`src/hdl/g2g_pkg.sv`:
```
package g2g_pkg;

  // Data widths
  localparam int unsigned POSE_W    = 32;
  localparam int unsigned DIFF_W    = POSE_W + 1;   // goal minus pose
  localparam int unsigned HEAD_W    = 15;
  localparam int unsigned VEC_W     = 51;           // CORDIC x/y, |d| << 16 plus growth
  localparam int unsigned ANG_W     = 19;           // CORDIC angle, rad * 65536
  localparam int unsigned PATH_W    = 16;           // path angle, rad * 4096
  localparam int unsigned ERR_W     = 18;           // heading error, rad * 4096
  localparam int unsigned CORDIC_N  = 16;

  localparam int unsigned S_TDATA_W = 80;
  localparam int unsigned M_TDATA_W = 40;
  localparam int unsigned CFG_IDX_W = 3;
  localparam int unsigned CFG_DAT_W = 32;

  // Angle constants, rad * 4096
  localparam logic signed [PATH_W-1:0] ANG_HALF_PI = 16'sd6434;
  localparam logic signed [ERR_W-1:0]  ANG_PI      = 18'sd12868;

  // Configuration register indexes
  typedef enum logic [CFG_IDX_W-1:0] {
    REG_GOAL_X      = 3'd0,
    REG_GOAL_Y      = 3'd1,
    REG_ARRIVE_TOL  = 3'd2,
    REG_DEADBAND    = 3'd3,
    REG_FWD_CONE    = 3'd4,
    REG_FWD_SPEED   = 3'd5,
    REG_TURN_SPEED  = 3'd6
  } g2g_reg_t;

  // Reset values
  localparam logic [15:0] RST_ARRIVE_TOL = 16'd1311;
  localparam logic [13:0] RST_DEADBAND   = 14'd214;
  localparam logic [13:0] RST_FWD_CONE   = 14'd3195;
  localparam logic [15:0] RST_FWD_SPEED  = 16'd6554;
  localparam logic [14:0] RST_TURN_SPEED = 15'd2048;

  typedef struct packed {
    logic signed [POSE_W-1:0] goal_x;
    logic signed [POSE_W-1:0] goal_y;
    logic [15:0]              arrive_tolerance;
    logic [13:0]              heading_deadband;
    logic [13:0]              forward_cone;
    logic [15:0]              forward_speed;
    logic [14:0]              turn_speed;
  } g2g_cfg_t;

  // Per-item flags that ride alongside the CORDIC vector
  typedef struct packed {
    logic                     dx_zero;
    logic                     dy_zero;
    logic                     dx_neg;
    logic                     dy_neg;
    logic                     near;
    logic signed [HEAD_W-1:0] yaw;
  } g2g_side_t;

  typedef struct packed {
    logic signed [VEC_W-1:0] x;
    logic signed [VEC_W-1:0] y;
    logic signed [ANG_W-1:0] z;
    g2g_side_t               side;
  } g2g_vec_t;

  // atan(2^-i) in rad * 65536, rounded to nearest
  function automatic logic signed [ANG_W-1:0] atan_step(input int unsigned idx);
    logic signed [ANG_W-1:0] a;
    case (idx)
      0:       a = 19'sd51472;
      1:       a = 19'sd30386;
      2:       a = 19'sd16055;
      3:       a = 19'sd8150;
      4:       a = 19'sd4091;
      5:       a = 19'sd2047;
      6:       a = 19'sd1024;
      7:       a = 19'sd512;
      8:       a = 19'sd256;
      9:       a = 19'sd128;
      10:      a = 19'sd64;
      11:      a = 19'sd32;
      12:      a = 19'sd16;
      13:      a = 19'sd8;
      14:      a = 19'sd4;
      15:      a = 19'sd2;
      default: a = '0;
    endcase
    return a;
  endfunction

endpackage

```
`src/hdl/g2g_front.sv`:
```
module g2g_front import g2g_pkg::*; (
  input  logic                     clk,
  input  logic                     rst,
  input  g2g_cfg_t                 cfg,
  input  logic                     in_valid,
  output logic                     in_ready,
  input  logic signed [POSE_W-1:0] pose_x,
  input  logic signed [POSE_W-1:0] pose_y,
  input  logic signed [HEAD_W-1:0] pose_heading,
  output logic                     out_valid,
  input  logic                     out_ready,
  output g2g_vec_t                 out_vec
);

  // Stage 1: offsets to the goal
  logic                     v1;
  logic                     rdy1;
  logic signed [DIFF_W-1:0] dx1;
  logic signed [DIFF_W-1:0] dy1;
  logic signed [HEAD_W-1:0] yaw1;

  // Stage 2: magnitudes, flags, squares
  logic                     v2;
  logic                     rdy2;
  logic [DIFF_W-1:0]        adx2;
  logic [DIFF_W-1:0]        ady2;
  logic [31:0]              sqx2;
  logic [31:0]              sqy2;
  logic                     big2;
  g2g_side_t                side2;

  // Stage 3: distance compare, CORDIC start vector
  logic                     v3;
  logic                     rdy3;
  g2g_vec_t                 vec3;

  logic [31:0]              tol_sq;
  logic [DIFF_W-1:0]        adx_c;
  logic [DIFF_W-1:0]        ady_c;
  logic [DIFF_W:0]          dist_sq;
  logic                     near_c;
  g2g_side_t                side3_c;

  assign rdy3     = !v3 || out_ready;
  assign rdy2     = !v2 || rdy3;
  assign rdy1     = !v1 || rdy2;
  assign in_ready = rdy1;

  assign out_valid = v3;
  assign out_vec   = vec3;

  // Tolerance squared; config must only change while idle, which the block itself does not enforce
  always_ff @(posedge clk) begin
    tol_sq <= cfg.arrive_tolerance * cfg.arrive_tolerance;
  end

  // Valid bits
  always_ff @(posedge clk) begin
    if (rst) begin
      v1 <= 1'b0;
      v2 <= 1'b0;
      v3 <= 1'b0;
    end else begin
      if (rdy1) v1 <= in_valid;
      if (rdy2) v2 <= v1;
      if (rdy3) v3 <= v2;
    end
  end

  // Stage 1 payload
  always_ff @(posedge clk) begin
    if (in_valid && rdy1) begin
      dx1  <= DIFF_W'(cfg.goal_x) - DIFF_W'(pose_x);
      dy1  <= DIFF_W'(cfg.goal_y) - DIFF_W'(pose_y);
      yaw1 <= pose_heading;
    end
  end

  assign adx_c = dx1[DIFF_W-1] ? DIFF_W'(-dx1) : DIFF_W'(dx1);
  assign ady_c = dy1[DIFF_W-1] ? DIFF_W'(-dy1) : DIFF_W'(dy1);

  // Stage 2 payload
  always_ff @(posedge clk) begin
    if (v1 && rdy2) begin
      adx2         <= adx_c;
      ady2         <= ady_c;
      sqx2         <= adx_c[15:0] * adx_c[15:0];
      sqy2         <= ady_c[15:0] * ady_c[15:0];
      big2         <= (adx_c[DIFF_W-1:16] != '0) || (ady_c[DIFF_W-1:16] != '0);
      side2.dx_zero <= (dx1 == '0);
      side2.dy_zero <= (dy1 == '0);
      side2.dx_neg  <= dx1[DIFF_W-1];
      side2.dy_neg  <= dy1[DIFF_W-1];
      side2.near    <= 1'b0;
      side2.yaw     <= yaw1;
    end
  end

  assign dist_sq = {1'b0, sqx2} + {1'b0, sqy2};
  assign near_c  = !big2 && (dist_sq < {1'b0, tol_sq});

  // Distance flag joins the side fields
  always_comb begin
    side3_c      = side2;
    side3_c.near = near_c;
  end

  // Stage 3 payload
  always_ff @(posedge clk) begin
    if (v2 && rdy3) begin
      vec3.x    <= $signed({2'b00, adx2, 16'h0000});
      vec3.y    <= $signed({2'b00, ady2, 16'h0000});
      vec3.z    <= '0;
      vec3.side <= side3_c;
    end
  end

endmodule

```
`config.mk`:
```
export PLATFORM = sky130hd
export DESIGN_NAME = g2g_front
export DESIGN_NICKNAME = d
export VERILOG_FILES = /design/src/hdl/g2g_pkg.sv /design/src/hdl/g2g_front.sv
export SDC_FILE = /design/constraint.sdc
export NUM_CORES = 2
export LEC_CHECK = 0
export BUFFER_PORTS_ARGS = -buffer_cell sky130_fd_sc_hd__buf_2
export CAP_MARGIN = 0
export CORE_MARGIN = 2
export CORE_UTILIZATION = 40
export DETAILED_ROUTE_END_ITERATION = 8
export PLACE_DENSITY_LB_ADDON = 0.12
export SYNTH_ARGS = -nofsm -noshare
export SYNTH_HDL_FRONTEND = slang
export SYNTH_SLANG_ARGS = --single-unit
export TNS_END_PERCENT = 50
```
`constraint.sdc`:
```
create_clock -name clk -period 18.35 [get_ports clk]
set_input_delay 1.835 -clock clk [delete_from_list [all_inputs] [get_ports clk]]
set_output_delay 1.835 -clock clk [all_outputs]
set_load 0.005 [all_outputs]
```
==> metrics <==
total vias in the final route=roughly 26000; post-route minimum period=9.48 ns; Worst Skew=between 0.03 and 0.04 ns; root buf cell=clkbuf_16; dpl hpwl=70.4 mm; drt first-iter violations=between 1000 and 1500; Primary FF master, synth=edfxtp_1; Tcrit/Tclk final=0.517; TritonCTS Buffers=44; WL per Instance=roughly 16 um; routability cong.=approximately 0.83; ANT cells=0; largest net degree at the start of global routing=134; Worst Setup Start Kind=flop; worst rel slew slack=0.237; WL final=just under 90 mm; crit-path max FO=17; setup tns final=0 ns; Clock transition at path regs=0.07 ns; FFs w/ async S/R, synth=0; post-cts sizing count=0; CP arrival=about 9.9 ns; Seq/Total Area, Yosys=0.263; initial core utilization=0.404; FMAX=105 MHz; unrepaired setup endpoints after global routing=no; Max Slew Vio Count=0; global-route wire length before repair=143 mm; # IOs=between 300 and 400; Die ar.=98400 um2; DRT antenna net count=0; IO Port Bufs=250; Core Box Area=around 95000 um2; Cell Rows=113; worst hold-check path type=flop to flop; TritonCTS clock tree=yes; CP Class=flop to flop; WP data required=around 19 ns; initial antenna violation count=0; Synth Register Bits=about 350; synth top area cells=fa_1 26%, edfxtp_1 25%, ha_1 14%, inv_1 8.2%, xnor2_1 3.8%; Synth area leader=fa_1; Cell Area, Synth=between 30000 and 40000 um2; die extent in x=~310 um; Mean Syn Cell Area=about 10 um2; max-cap violations=0; Final #Nets=~5200; vias in the first global route=27500; most frequent cell after synthesis=inv_1; Setup crit end kind=flop; outcome=finished, final reports clean; Yosys Warn Count=0; share of post-route cells with drive strength above 1=0.0955; Pre-Repair DR Iteration Count=5; gr ovfl total=0; Layout area overhead=11.2%; Commonest cells post-synth=838 x inv_1, 490 x fa_1, 423 x ha_1; CTS max path bufs=3; Cell variety after synth=77; final setup fails=0; Gate Count Post-Synth=between 3000 and 4000; Clk Latency, worst-skew pair=around 0.63 ns; hold_buf cts=0; Hold Vio Cnt, Final=0; Yosys top cell area share=0.256; number of flops mapped to enable cells by yosys=313; postcts setup bufs=0; post-DR vias/cell=4.82; total clock sinks=around 350; gr usage total=0.183; H-tree depth=2; die height=roughly 310 um; DRC errors left=0; actual slew at the worst max-slew pin=between 1 and 1.5 ns
-- worst max-delay path, stage by stage (launching register included) --
cell	delay, ns
edfxtp_1	0.61
inv_1	0.61
ha_1	0.31
nor3b_1	0.26
nand2_1	0.10
nand2_1	0.10
xor2_1	0.89
clkinv_1	0.86
nand2_1	0.37
fa_1	0.48
fa_1	0.49
inv_1	0.06
fa_1	0.48
fa_1	0.50
fa_1	0.50
inv_1	0.05
fa_1	0.50
inv_1	0.05
ha_1	0.37
o21a_1	0.15
o22ai_1	0.14
nor3_1	0.49
o221ai_1	0.29
a31oi_1	0.31
o32ai_1	0.12
a311oi_1	0.20
-- cells in the final DEF (no fill, tap or decap), types with 98 or more instances in the layout --
master,synthesis,layout
a21oi_1,155,155
buf_2,3,250
edfxtp_1,313,313
fa_1,490,490
ha_1,423,423
inv_1,838,838
nand2_1,300,300
nor2_1,242,242
o21ai_0,99,98
xnor2_1,167,167
-- stage by stage --
stage / setup slack, ns / cell area [um2] / util / hold slack, ns / cells
floorplan: 5.01 / 38500 / - / 0.400 / 3871
global placement: 8.92 / 41000 / 0.432 / 0.400 / 5308
detailed placement: 8.97 / 41000 / 0.432 / 0.405 / 5308
CTS: 8.92 / 42600 / 0.449 / 0.414 / 5389
global route: 8.38 / 42600 / 0.449 / 0.412 / 5389
finish: 8.87 / 42600 / 0.449 / 0.410 / 5389
-- layer usage --
layer | vias up | share of wire | wire (um) | track usage
met5 | - | 0 | 0 | 0
met2 | 419 | 0.49 | 42600 | 0.315
met4 | 0 | 0.018 | 1530 | 0.0375
met1 | 12700 | 0.45 | 39000 | 0.242
met3 | 91 | 0.045 | 3940 | 0.0303
li1 | 12700 | - | - | -
-- worst paths after layout --
check	depth (start not counted)	from	end	slack, ns
setup / recovery	25	dy1[0]	sqy2[31]	8.87
hold / removal	0	adx2[32]	out_vec[138]	0.41
setup reg to reg	25	dy1[0]	sqy2[31]	8.87
hold reg to reg	0	adx2[32]	out_vec[138]	0.41
-- state kept, by name, summed over array words and instances (netlist names), 30 cells and up --
register	count
out_vec	86
dx1	33
tol_sq	31
sqx2	30
dy1	33
sqy2	30
ady2	33
adx2	33
-- cell families (layout without fill, tap and decap cells) --
logic type / after synthesis / after routing / share of synthesized area
xor+xnor: 239 / 239 / 0.0546
compound gates: 521 / 521 / 0.0875
fa+ha+maj: 913 / 913 / 0.394
simple gates: 827 / 827 / 0.100
buf+inv: 965 / 1218 / 0.0999
other cells: 1 / 55 / 0.0000978
flops: 347 / 347 / 0.263
mux: 4 / 4 / 0.00111
-- layout make-up --
class	count	area, um2
clock buffers	49	1140
clock inverters	32	445
repair buffers	282	1500
inverters	855	3210
well taps	1265	1580
fillers	9395	52400
multi-input cells	2559	24700
flip-flops and latches	347	10100
Power is not shown: default switching activity piles up to over one toggle a cycle in this logic, so the estimate is an artifact.
