===== config.mk =====
export PLATFORM = sky130hd
export DESIGN_NAME = g2g_back
export DESIGN_NICKNAME = d
export VERILOG_FILES = /design/src/hdl/g2g_pkg.sv /design/src/hdl/g2g_back.sv
export SDC_FILE = /design/constraint.sdc
export NUM_CORES = 1
export LEC_CHECK = 0
export BUFFER_PORTS_ARGS = -buffer_cell sky130_fd_sc_hd__buf_2
export CORE_MARGIN = 2
export CORE_UTILIZATION = 49
export CTS_CLUSTER_DIAMETER = 30
export CTS_CLUSTER_SIZE = 28
export DETAILED_ROUTE_END_ITERATION = 10
export PLACE_DENSITY = 0.85
export RECOVER_POWER = 50
export SYNTH_ARGS = -nofsm -noshare
export SYNTH_HDL_FRONTEND = slang
export SYNTH_SLANG_ARGS = --single-unit

===== constraint.sdc =====
create_clock -name clk -period 9.5 [get_ports clk]
set_input_delay 1.425 -clock clk [delete_from_list [all_inputs] [get_ports clk]]
set_output_delay 1.425 -clock clk [all_outputs]
set_load 0.02 [all_outputs]

===== src/hdl/g2g_pkg.sv =====
package g2g_pkg;

  // Data widths
  localparam int unsigned POSE_W    = 32;
  localparam int unsigned DIFF_W    = POSE_W + 1;   // goal minus pose
  localparam int unsigned HEAD_W    = 15;
  localparam int unsigned VEC_W     = 51;           // CORDIC x/y, |d| << 16 plus growth
  localparam int unsigned ANG_W     = 19;           // CORDIC angle, rad * 65536
  localparam int unsigned PATH_W    = 16;           // path angle, rad * 4096
  localparam int unsigned ERR_W     = 18;           // heading error, rad * 4096
  localparam int unsigned CORDIC_N  = 16;

  localparam int unsigned S_TDATA_W = 80;
  localparam int unsigned M_TDATA_W = 40;
  localparam int unsigned CFG_IDX_W = 3;
  localparam int unsigned CFG_DAT_W = 32;

  // Angle constants, rad * 4096
  localparam logic signed [PATH_W-1:0] ANG_HALF_PI = 16'sd6434;
  localparam logic signed [ERR_W-1:0]  ANG_PI      = 18'sd12868;

  // Configuration register indexes
  typedef enum logic [CFG_IDX_W-1:0] {
    REG_GOAL_X      = 3'd0,
    REG_GOAL_Y      = 3'd1,
    REG_ARRIVE_TOL  = 3'd2,
    REG_DEADBAND    = 3'd3,
    REG_FWD_CONE    = 3'd4,
    REG_FWD_SPEED   = 3'd5,
    REG_TURN_SPEED  = 3'd6
  } g2g_reg_t;

  // Reset values
  localparam logic [15:0] RST_ARRIVE_TOL = 16'd1311;
  localparam logic [13:0] RST_DEADBAND   = 14'd214;
  localparam logic [13:0] RST_FWD_CONE   = 14'd3195;
  localparam logic [15:0] RST_FWD_SPEED  = 16'd6554;
  localparam logic [14:0] RST_TURN_SPEED = 15'd2048;

  typedef struct packed {
    logic signed [POSE_W-1:0] goal_x;
    logic signed [POSE_W-1:0] goal_y;
    logic [15:0]              arrive_tolerance;
    logic [13:0]              heading_deadband;
    logic [13:0]              forward_cone;
    logic [15:0]              forward_speed;
    logic [14:0]              turn_speed;
  } g2g_cfg_t;

  // Per-item flags that ride alongside the CORDIC vector
  typedef struct packed {
    logic                     dx_zero;
    logic                     dy_zero;
    logic                     dx_neg;
    logic                     dy_neg;
    logic                     near;
    logic signed [HEAD_W-1:0] yaw;
  } g2g_side_t;

  typedef struct packed {
    logic signed [VEC_W-1:0] x;
    logic signed [VEC_W-1:0] y;
    logic signed [ANG_W-1:0] z;
    g2g_side_t               side;
  } g2g_vec_t;

  // atan(2^-i) in rad * 65536, rounded to nearest
  function automatic logic signed [ANG_W-1:0] atan_step(input int unsigned idx);
    logic signed [ANG_W-1:0] a;
    case (idx)
      0:       a = 19'sd51472;
      1:       a = 19'sd30386;
      2:       a = 19'sd16055;
      3:       a = 19'sd8150;
      4:       a = 19'sd4091;
      5:       a = 19'sd2047;
      6:       a = 19'sd1024;
      7:       a = 19'sd512;
      8:       a = 19'sd256;
      9:       a = 19'sd128;
      10:      a = 19'sd64;
      11:      a = 19'sd32;
      12:      a = 19'sd16;
      13:      a = 19'sd8;
      14:      a = 19'sd4;
      15:      a = 19'sd2;
      default: a = '0;
    endcase
    return a;
  endfunction

endpackage


===== src/hdl/g2g_back.sv =====
module g2g_back import g2g_pkg::*; (
  input  logic        clk,
  input  logic        rst,
  input  g2g_cfg_t    cfg,
  input  logic        in_valid,
  output logic        in_ready,
  input  g2g_vec_t    in_vec,
  output logic        out_valid,
  input  logic        out_ready,
  output logic [15:0] forward_cmd,
  output logic [15:0] turn_cmd,
  output logic        arrived
);

  // Stage 1: path angle
  logic                     v1;
  logic                     rdy1;
  logic signed [PATH_W-1:0] path1;
  logic                     dx_neg1;
  logic                     near1;
  logic signed [HEAD_W-1:0] yaw1;

  // Stage 2: output register
  logic                     v2;
  logic                     rdy2;

  logic [ANG_W-1:0]         z_clamp;
  logic [ANG_W-1:0]         z_rnd;
  logic signed [PATH_W-1:0] mag;
  logic signed [PATH_W-1:0] path_c;

  logic signed [ERR_W-1:0]  err0;
  logic signed [ERR_W-1:0]  err;
  logic [ERR_W-1:0]         aerr;
  logic [15:0]              fwd_c;
  logic [15:0]              turn_c;

  assign rdy2      = !v2 || out_ready;
  assign rdy1      = !v1 || rdy2;
  assign in_ready  = rdy1;
  assign out_valid = v2;

  always_ff @(posedge clk) begin
    if (rst) begin
      v1 <= 1'b0;
      v2 <= 1'b0;
    end else begin
      if (rdy1) v1 <= in_valid;
      if (rdy2) v2 <= v1;
    end
  end

  // Clamp at zero, round rad*65536 down to rad*4096
  assign z_clamp = in_vec.z[ANG_W-1] ? '0 : ANG_W'(in_vec.z);
  assign z_rnd   = z_clamp + ANG_W'(8);
  assign mag     = $signed(PATH_W'(z_rnd[ANG_W-1:4]));

  // Axis cases bypass the CORDIC result
  always_comb begin
    if (in_vec.side.dx_zero) begin
      if (in_vec.side.dy_zero)     path_c = '0;
      else if (in_vec.side.dy_neg) path_c = -ANG_HALF_PI;
      else                         path_c = ANG_HALF_PI;
    end else if (in_vec.side.dy_zero) begin
      path_c = '0;
    end else if (in_vec.side.dx_neg != in_vec.side.dy_neg) begin
      path_c = -mag;
    end else begin
      path_c = mag;
    end
  end

  always_ff @(posedge clk) begin
    if (in_valid && rdy1) begin
      path1   <= path_c;
      dx_neg1 <= in_vec.side.dx_neg;
      near1   <= in_vec.side.near;
      yaw1    <= in_vec.side.yaw;
    end
  end

  // Heading error, folded by pi when the goal is behind in x
  assign err0 = ERR_W'(path1) - ERR_W'(yaw1);

  always_comb begin
    if (!dx_neg1)           err = err0;
    else if (err0 < 0)      err = err0 + ANG_PI;
    else                    err = err0 - ANG_PI;
  end

  assign aerr = err[ERR_W-1] ? ERR_W'(-err) : ERR_W'(err);

  always_comb begin
    if (aerr < {4'b0000, cfg.heading_deadband}) turn_c = '0;
    else if (err > 0)                           turn_c = {1'b0, cfg.turn_speed};
    else                                        turn_c = 16'(-{1'b0, cfg.turn_speed});
  end

  // Cone test is one-sided
  assign fwd_c = (near1 || (err >= $signed({4'b0000, cfg.forward_cone}))) ? '0
               : cfg.forward_speed;

  always_ff @(posedge clk) begin
    if (v1 && rdy2) begin
      forward_cmd <= fwd_c;
      turn_cmd    <= turn_c;
      arrived     <= (fwd_c == '0) && (turn_c == '0);
    end
  end

endmodule


==> impl_metrics.yaml, run 1 <==
outcome:
  status: "complete, but fails checks"
  violations: "max-capacitance violations, max-slew violations"
pwr:
  vdd_ir_drop_max_uv: 112
  share_comb_of_total_power_pct: 55.3
  p_per_area_nw_per_um2: 199
  total_leakage_power_uw: 0.00337
  internal_power_uw: 941
  power_uw: 1620
  switchingPower_uw: 676
  switching_share_pct: 41.8
  seqPwrFrac_pct: 24.0
  clkPwrFrac_pct: 20.8
timing:
  slew_headroom_pct: -15.0
  tightest_slew_ns: 1.72
  finalHoldViolCount: 0
  finalSetupViolCount: 0
  period_needed_ns: 8.06
  rsz0062_at_grt: "no"
  slew_viol_final: 68
  fin_setup_tns_ns: 0
  fin_worst_skew_ns: 0.00716
  final.period_utilization_pct: 84.8
  setup_ws_ns: 1.44
  fmax_mhz: 124
finish:
  instances_no_fill: 1150
  syn2layout_area_growth_pct: 14.5
  layout-drive-gt1-share_pct: 15.1
  num-fill-cells: 1285
  fin_nets: 1304
  antenna-diode-count: 0
synth:
  synth_top_family_by_area: "compound AO/OA/AOI/OAI gates"
  seq_area_frac_synth_pct: 28.4
  synthArstFlopShare_pct: 0
  synthFlopType: "edfxtp_1"
  ys_types: 79
  ys_warn_count: 0
  yosys.area_share.adder_pct: 10.9
  synth-edff-count: 66
  yosysMostFrequentCell: "nor2_1"
  synth-seq-cells: 68
  synthMuxAreaShare_pct: 1.02
  yosys.area.top_type_share_pct: 27.9
  synth.largest_area_cell: "edfxtp_1"
  yosys-top-cells-area: "edfxtp_1 28%, ha_1 10%, nor2_1 4.4%"
  avgSynthCellArea_um2: 8.41
  synth_cells: 846
  synth_compound_area_share_pct: 23.2
  synth.net_count: 1189
  synthesis.area_um2: 7110
  synth-simple-area-share_pct: 22.6
  synthTopCellsByCount: "83 x nor2_1, 66 x edfxtp_1, 65 x inv_1"
  synthXorXnorAreaFrac_pct: 8.11
detailed_routing:
  drc_errors: 0
  route.layer.met1.wl_um: 7140
  vias: 6594
  wl_um: 16400
  highest_layer: "met4"
  dr.pass1.iters: 5
  first_iter_violations: 420
  antenna_left: 0
  wl_met3_um: 835
  wl_met2_um: 8160
  wl_per_cell_um: 14.2
  via_per_inst: 5.73
critical_path:
  cp.required_ns: 9.67
  critPathMaxFanout: 21
  crit_path_max_incr_delay_ns: 0.58
  cp_slowest_cell: "ha_1"
  arrival_ns: 8.23
  cp-start-kind: "flip-flop"
  path_common_cell: "o21a_1"
  crit_type: "reg2reg"
  critPathCaptureType: "flip-flop"
global_routing:
  grt_max_degree: 40
  grt_antenna_before_repair: 0
  grt_pass1_vias: 6042
  grt_pass1_wl_um: 27600
  grt_usage_pct: 20.9
  grt_overflow: 0
placement:
  gp_congestion: 0.885
  dp_hpwl_um: 12700
  portBuffers: 133
  dp_worst_setup_slack_ns: 1.53
  dp.cells: 1134
clocking:
  cts_buffers: 9
  tritoncts: "done"
  clk_path_buf_depth: 2
  ctsHoldBuffers: 0
  post_cts_resized: 0
  cts_setup_buffers: 0
  insertion_delay_ns: 0.34
  clk_pin_slew_worst_paths_ns: 0.06
  cts-root-buf: "clkbuf_16"
  htreeDepth: 3
  cts.sinks: 68
floorplan:
  die_y_um: 124
  fp-row-count: 44
  start_util_pct: 49.5
  die_x_um: 124
  core_um2: 14400
  dieArea_um2: 15500
  ios: 319
run:
  drv_cap: 2
min_path:
  min_path_type: "reg2reg"
==> state kept, by name, indices dropped and copies added (netlist names) <==
register,flops
path1,16
forward_cmd,16
arrived,1
turn_cmd,16
out_valid,1
dx_neg1,1
near1,1
v1,1
yaw1,15
==> worst paths after layout <==
kind	startpoint	cells past startpoint	slack, ns	to
min reg2reg	v1	2	0.52	out_valid
min	v1	2	0.52	out_valid
max	path1[0]	34	1.44	arrived
max reg2reg	path1[0]	34	1.44	arrived
==> per-layer routing <==
metal / track usage, % / up-vias
met5: 0 / -
met2: 37.0 / 206
met3: 3.31 / 21
met1: 26.5 / 3016
li1: - / 3351
met4: 5.75 / 0
==> logic make-up after synthesis <==
group,Yosys count
simple gates,314
compound gates,229
buf+inv,102
flops,68
xor+xnor,65
fa+ha+maj,61
mux,7
==> critical path, delay by kind of cell, from the launching register on <==
kind,cells,cell delay (ns)
AND/OR/NAND/NOR,7,1.38
adder cells (fa/ha/maj),4,1.44
flip-flops,1,0.35
buffers and inverters,2,0.12
AO/OA/AOI/OAI,21,4.59
==> layout by cell type, fill, tap and decap left out, types with 24 or more instances in the layout <==
cell       n
buf_2     98
nor2_1    83
edfxtp_1  66
inv_1     65
ha_1      57
nand2_1   54
a21oi_1   44
clkbuf_1  37
xnor2_1   34
nand3_1   33
nor3_1    31
xor2_1    30
o21ai_0   27
and2_1    24
==> stage by stage <==
stage | cell area, um2 | util, % | hold slack, ns
2_1_floorplan | 7110 | - | 0.478
3_3_place_gp | 7890 | 54.9 | 0.499
3_5_place_dp | 7890 | 54.9 | 0.515
4_1_cts | 8190 | 57.0 | 0.525
5_1_grt | 8140 | 56.7 | 0.566
6_report | 8140 | 56.7 | 0.520
==> power groups by stage <==
stage	sequential (uW)	clock, uW	combinational, uW
after floorplan	417	0	679
after global placement	391	0	856
after detailed placement	393	0	886
after CTS	387	341	892
after global routing	390	354	1000
final	387	336	894
==> area by class of cell <==
class | instances | area (um2) | area share, %
multi-input cells | 676 | 4680 | 57.5
flip-flops and latches | 68 | 2020 | 24.8
repair buffers | 138 | 652 | 8.01
inverters | 68 | 255 | 3.14
well taps | 184 | 230 | 2.83
clock buffers | 9 | 225 | 2.77
clock inverters | 7 | 75.1 | 0.922
Power figures use the tool's default switching activity.
==> run 2: changes to the inputs <==
Clock period 9.5 ns to 7.8 ns, I/O delays scaled along.
==> run 2 against run 1 <==
Net effect: the run still ends with max-capacitance violations, max-slew violations left; sequential power increased by 22%; routed wire length increased by 0.37%; sequential share of layout area decreased by 0.13 points; setup slack got worse by 0.87 ns; clock skew increased by 0.0034 ns.
==> impl_metrics.yaml, run 2 (synthesized netlist as in run 1, its figures left out) <==
global_routing:
  grt_max_degree: 40
  grt_overflow: 0
  grt_pass1_vias: 6064
  grt_usage_pct: 21.0
  grt_antenna_before_repair: 0
  grt_pass1_wl_um: 27500
finish:
  layout-drive-gt1-share_pct: 15.7
  instances_no_fill: 1152
  final_common_cell: "buf_2"
  fin_nets: 1306
  layout_common_cells: "101 x buf_2, 83 x nor2_1, 66 x edfxtp_1, 65 x inv_1, 57 x ha_1"
  syn2layout_area_growth_pct: 15.1
  seq_area_um2: 2020
  top_regs: "forward_cmd: 16 flops, path1: 16 flops, turn_cmd: 16 flops"
  antenna-diode-count: 0
  num-fill-cells: 1300
  multi_input_area_um2: 4680
critical_path:
  critPathMaxFanout: 20
  rr_worst_depth: 35
  path_common_cell: "o21a_1"
  cp_slowest_cell: "fa_1"
  crit_type: "reg2reg"
  cp-start-kind: "flip-flop"
  arrival_ns: 7.39
  critPathCaptureType: "flip-flop"
  crit_path_max_incr_delay_ns: 0.46
  cp.required_ns: 7.96
floorplan:
  dieArea_um2: 15500
  core_um2: 14400
  die_y_um: 124
  ios: 319
  die_x_um: 124
  start_util_pct: 49.5
  fp-row-count: 44
placement:
  dp.cells: 1136
  portBuffers: 133
  dp_worst_setup_slack_ns: 0.511
  gp_congestion: 0.921
  dp_hpwl_um: 12600
outcome:
  status: "complete, but fails checks"
  violations: "max-capacitance violations, max-slew violations"
min_path:
  hold-path-cell-count: 2
  min_path_type: "reg2reg"
detailed_routing:
  wl_um: 16400
  first_iter_violations: 388
  dr.pass1.iters: 5
  via_per_inst: 5.72
  vias: 6588
  drc_errors: 0
  antenna_left: 0
  wl_per_cell_um: 14.3
timing:
  setup_ws_ns: 0.569
  period_needed_ns: 7.23
  slew_headroom_pct: -14.6
  final.period_utilization_pct: 92.7
  tightest_slew_ns: 1.72
  fmax_mhz: 138
  fin_worst_skew_ns: 0.0106
  fin_setup_tns_ns: 0
  slew_viol_final: 68
  rsz0062_at_grt: "no"
  finalSetupViolCount: 0
  finalHoldViolCount: 0
clocking:
  clk_path_buf_depth: 2
  ctsHoldBuffers: 0
  cts_buffers: 9
  insertion_delay_ns: 0.34
  tritoncts: "done"
  htreeDepth: 3
  cts.sinks: 68
  cts-root-buf: "clkbuf_16"
  clk_pin_slew_worst_paths_ns: 0.06
pwr:
  total_leakage_power_uw: 0.00340
  p_per_area_nw_per_um2: 245
  vdd_ir_drop_max_uv: 127
run:
  drv_cap: 2
[run 2: changes by cell type in the layout (fill, tap and decap cells not counted)]
cell | previous run | this run
clkbuf_1 | 37 | 34
clkinvlp_4 | 0 | 1
buf_4 | 3 | 5
bufinv_16 | 1 | 2
buf_2 | 98 | 101
clkinv_2 | 2 | 1
o31a_2 | 0 | 1
o31a_1 | 3 | 2
clkinv_4 | 2 | 1
[run 2: report_power, final]
part	switching, uW	internal (uW)
clock	162	282
sequential	11.4	461
combinational	652	440
[run 2: per-layer routing]
layer	global-route usage [%]	vias up	routed length, um	part of all wire [%]
met1	26.3	3034	7260	44
met2	37.1	175	8180	50
met3	2.96	26	685	4.2
li1	-	3353	-	-
met4	6.74	0	316	1.9
met5	0	-	0	0
[run 2: final timing paths]
path	start	to	slack (ns)
min	v1	out_valid	0.52
max	path1[0]	arrived	0.57
max reg2reg	path1[0]	arrived	0.57
min reg2reg	v1	out_valid	0.52
[run 2: final cells by class]
cell class	count	share of cell area [%]
Clock buffer	9	2.75
Clock inverter	7	1.21
Inverter	68	3.12
Multi-Input combinational cell	676	57.2
Sequential cell	68	24.7
Tap cell	184	2.81
Timing Repair Buffer	140	8.19
[run 2: per-stage QoR]
step	utilization (%)	area, um2	power (uW)	hold slack (ns)
after floorplan	-	7110	1330	0.478
after global placement	55.0	7910	1530	0.499
after detailed placement	55.0	7910	1560	0.507
after CTS	57.3	8230	2010	0.520
after global routing	57.0	8180	2170	0.550
final	57.0	8180	2010	0.515
[run 2: critical path: cells and delay by family, from the launching register on]
| family | cells | cell delay, ns |
|---|---|---|
| adder cells (fa/ha/maj) | 4 | 1.12 |
| flip-flops | 1 | 0.35 |
| AND/OR/NAND/NOR | 7 | 0.98 |
| AO/OA/AOI/OAI | 21 | 4.23 |
| buffers and inverters | 3 | 0.37 |
[run 2: what timing repair did]
| action | in CTS | in global routing |
|---|---|---|
| endpoints found under the hold margin | 0 | 0 |
| resized for setup | 0 | 1 |
| endpoints found under the setup margin | 0 | 12 |
| setup buffers | 0 | 0 |
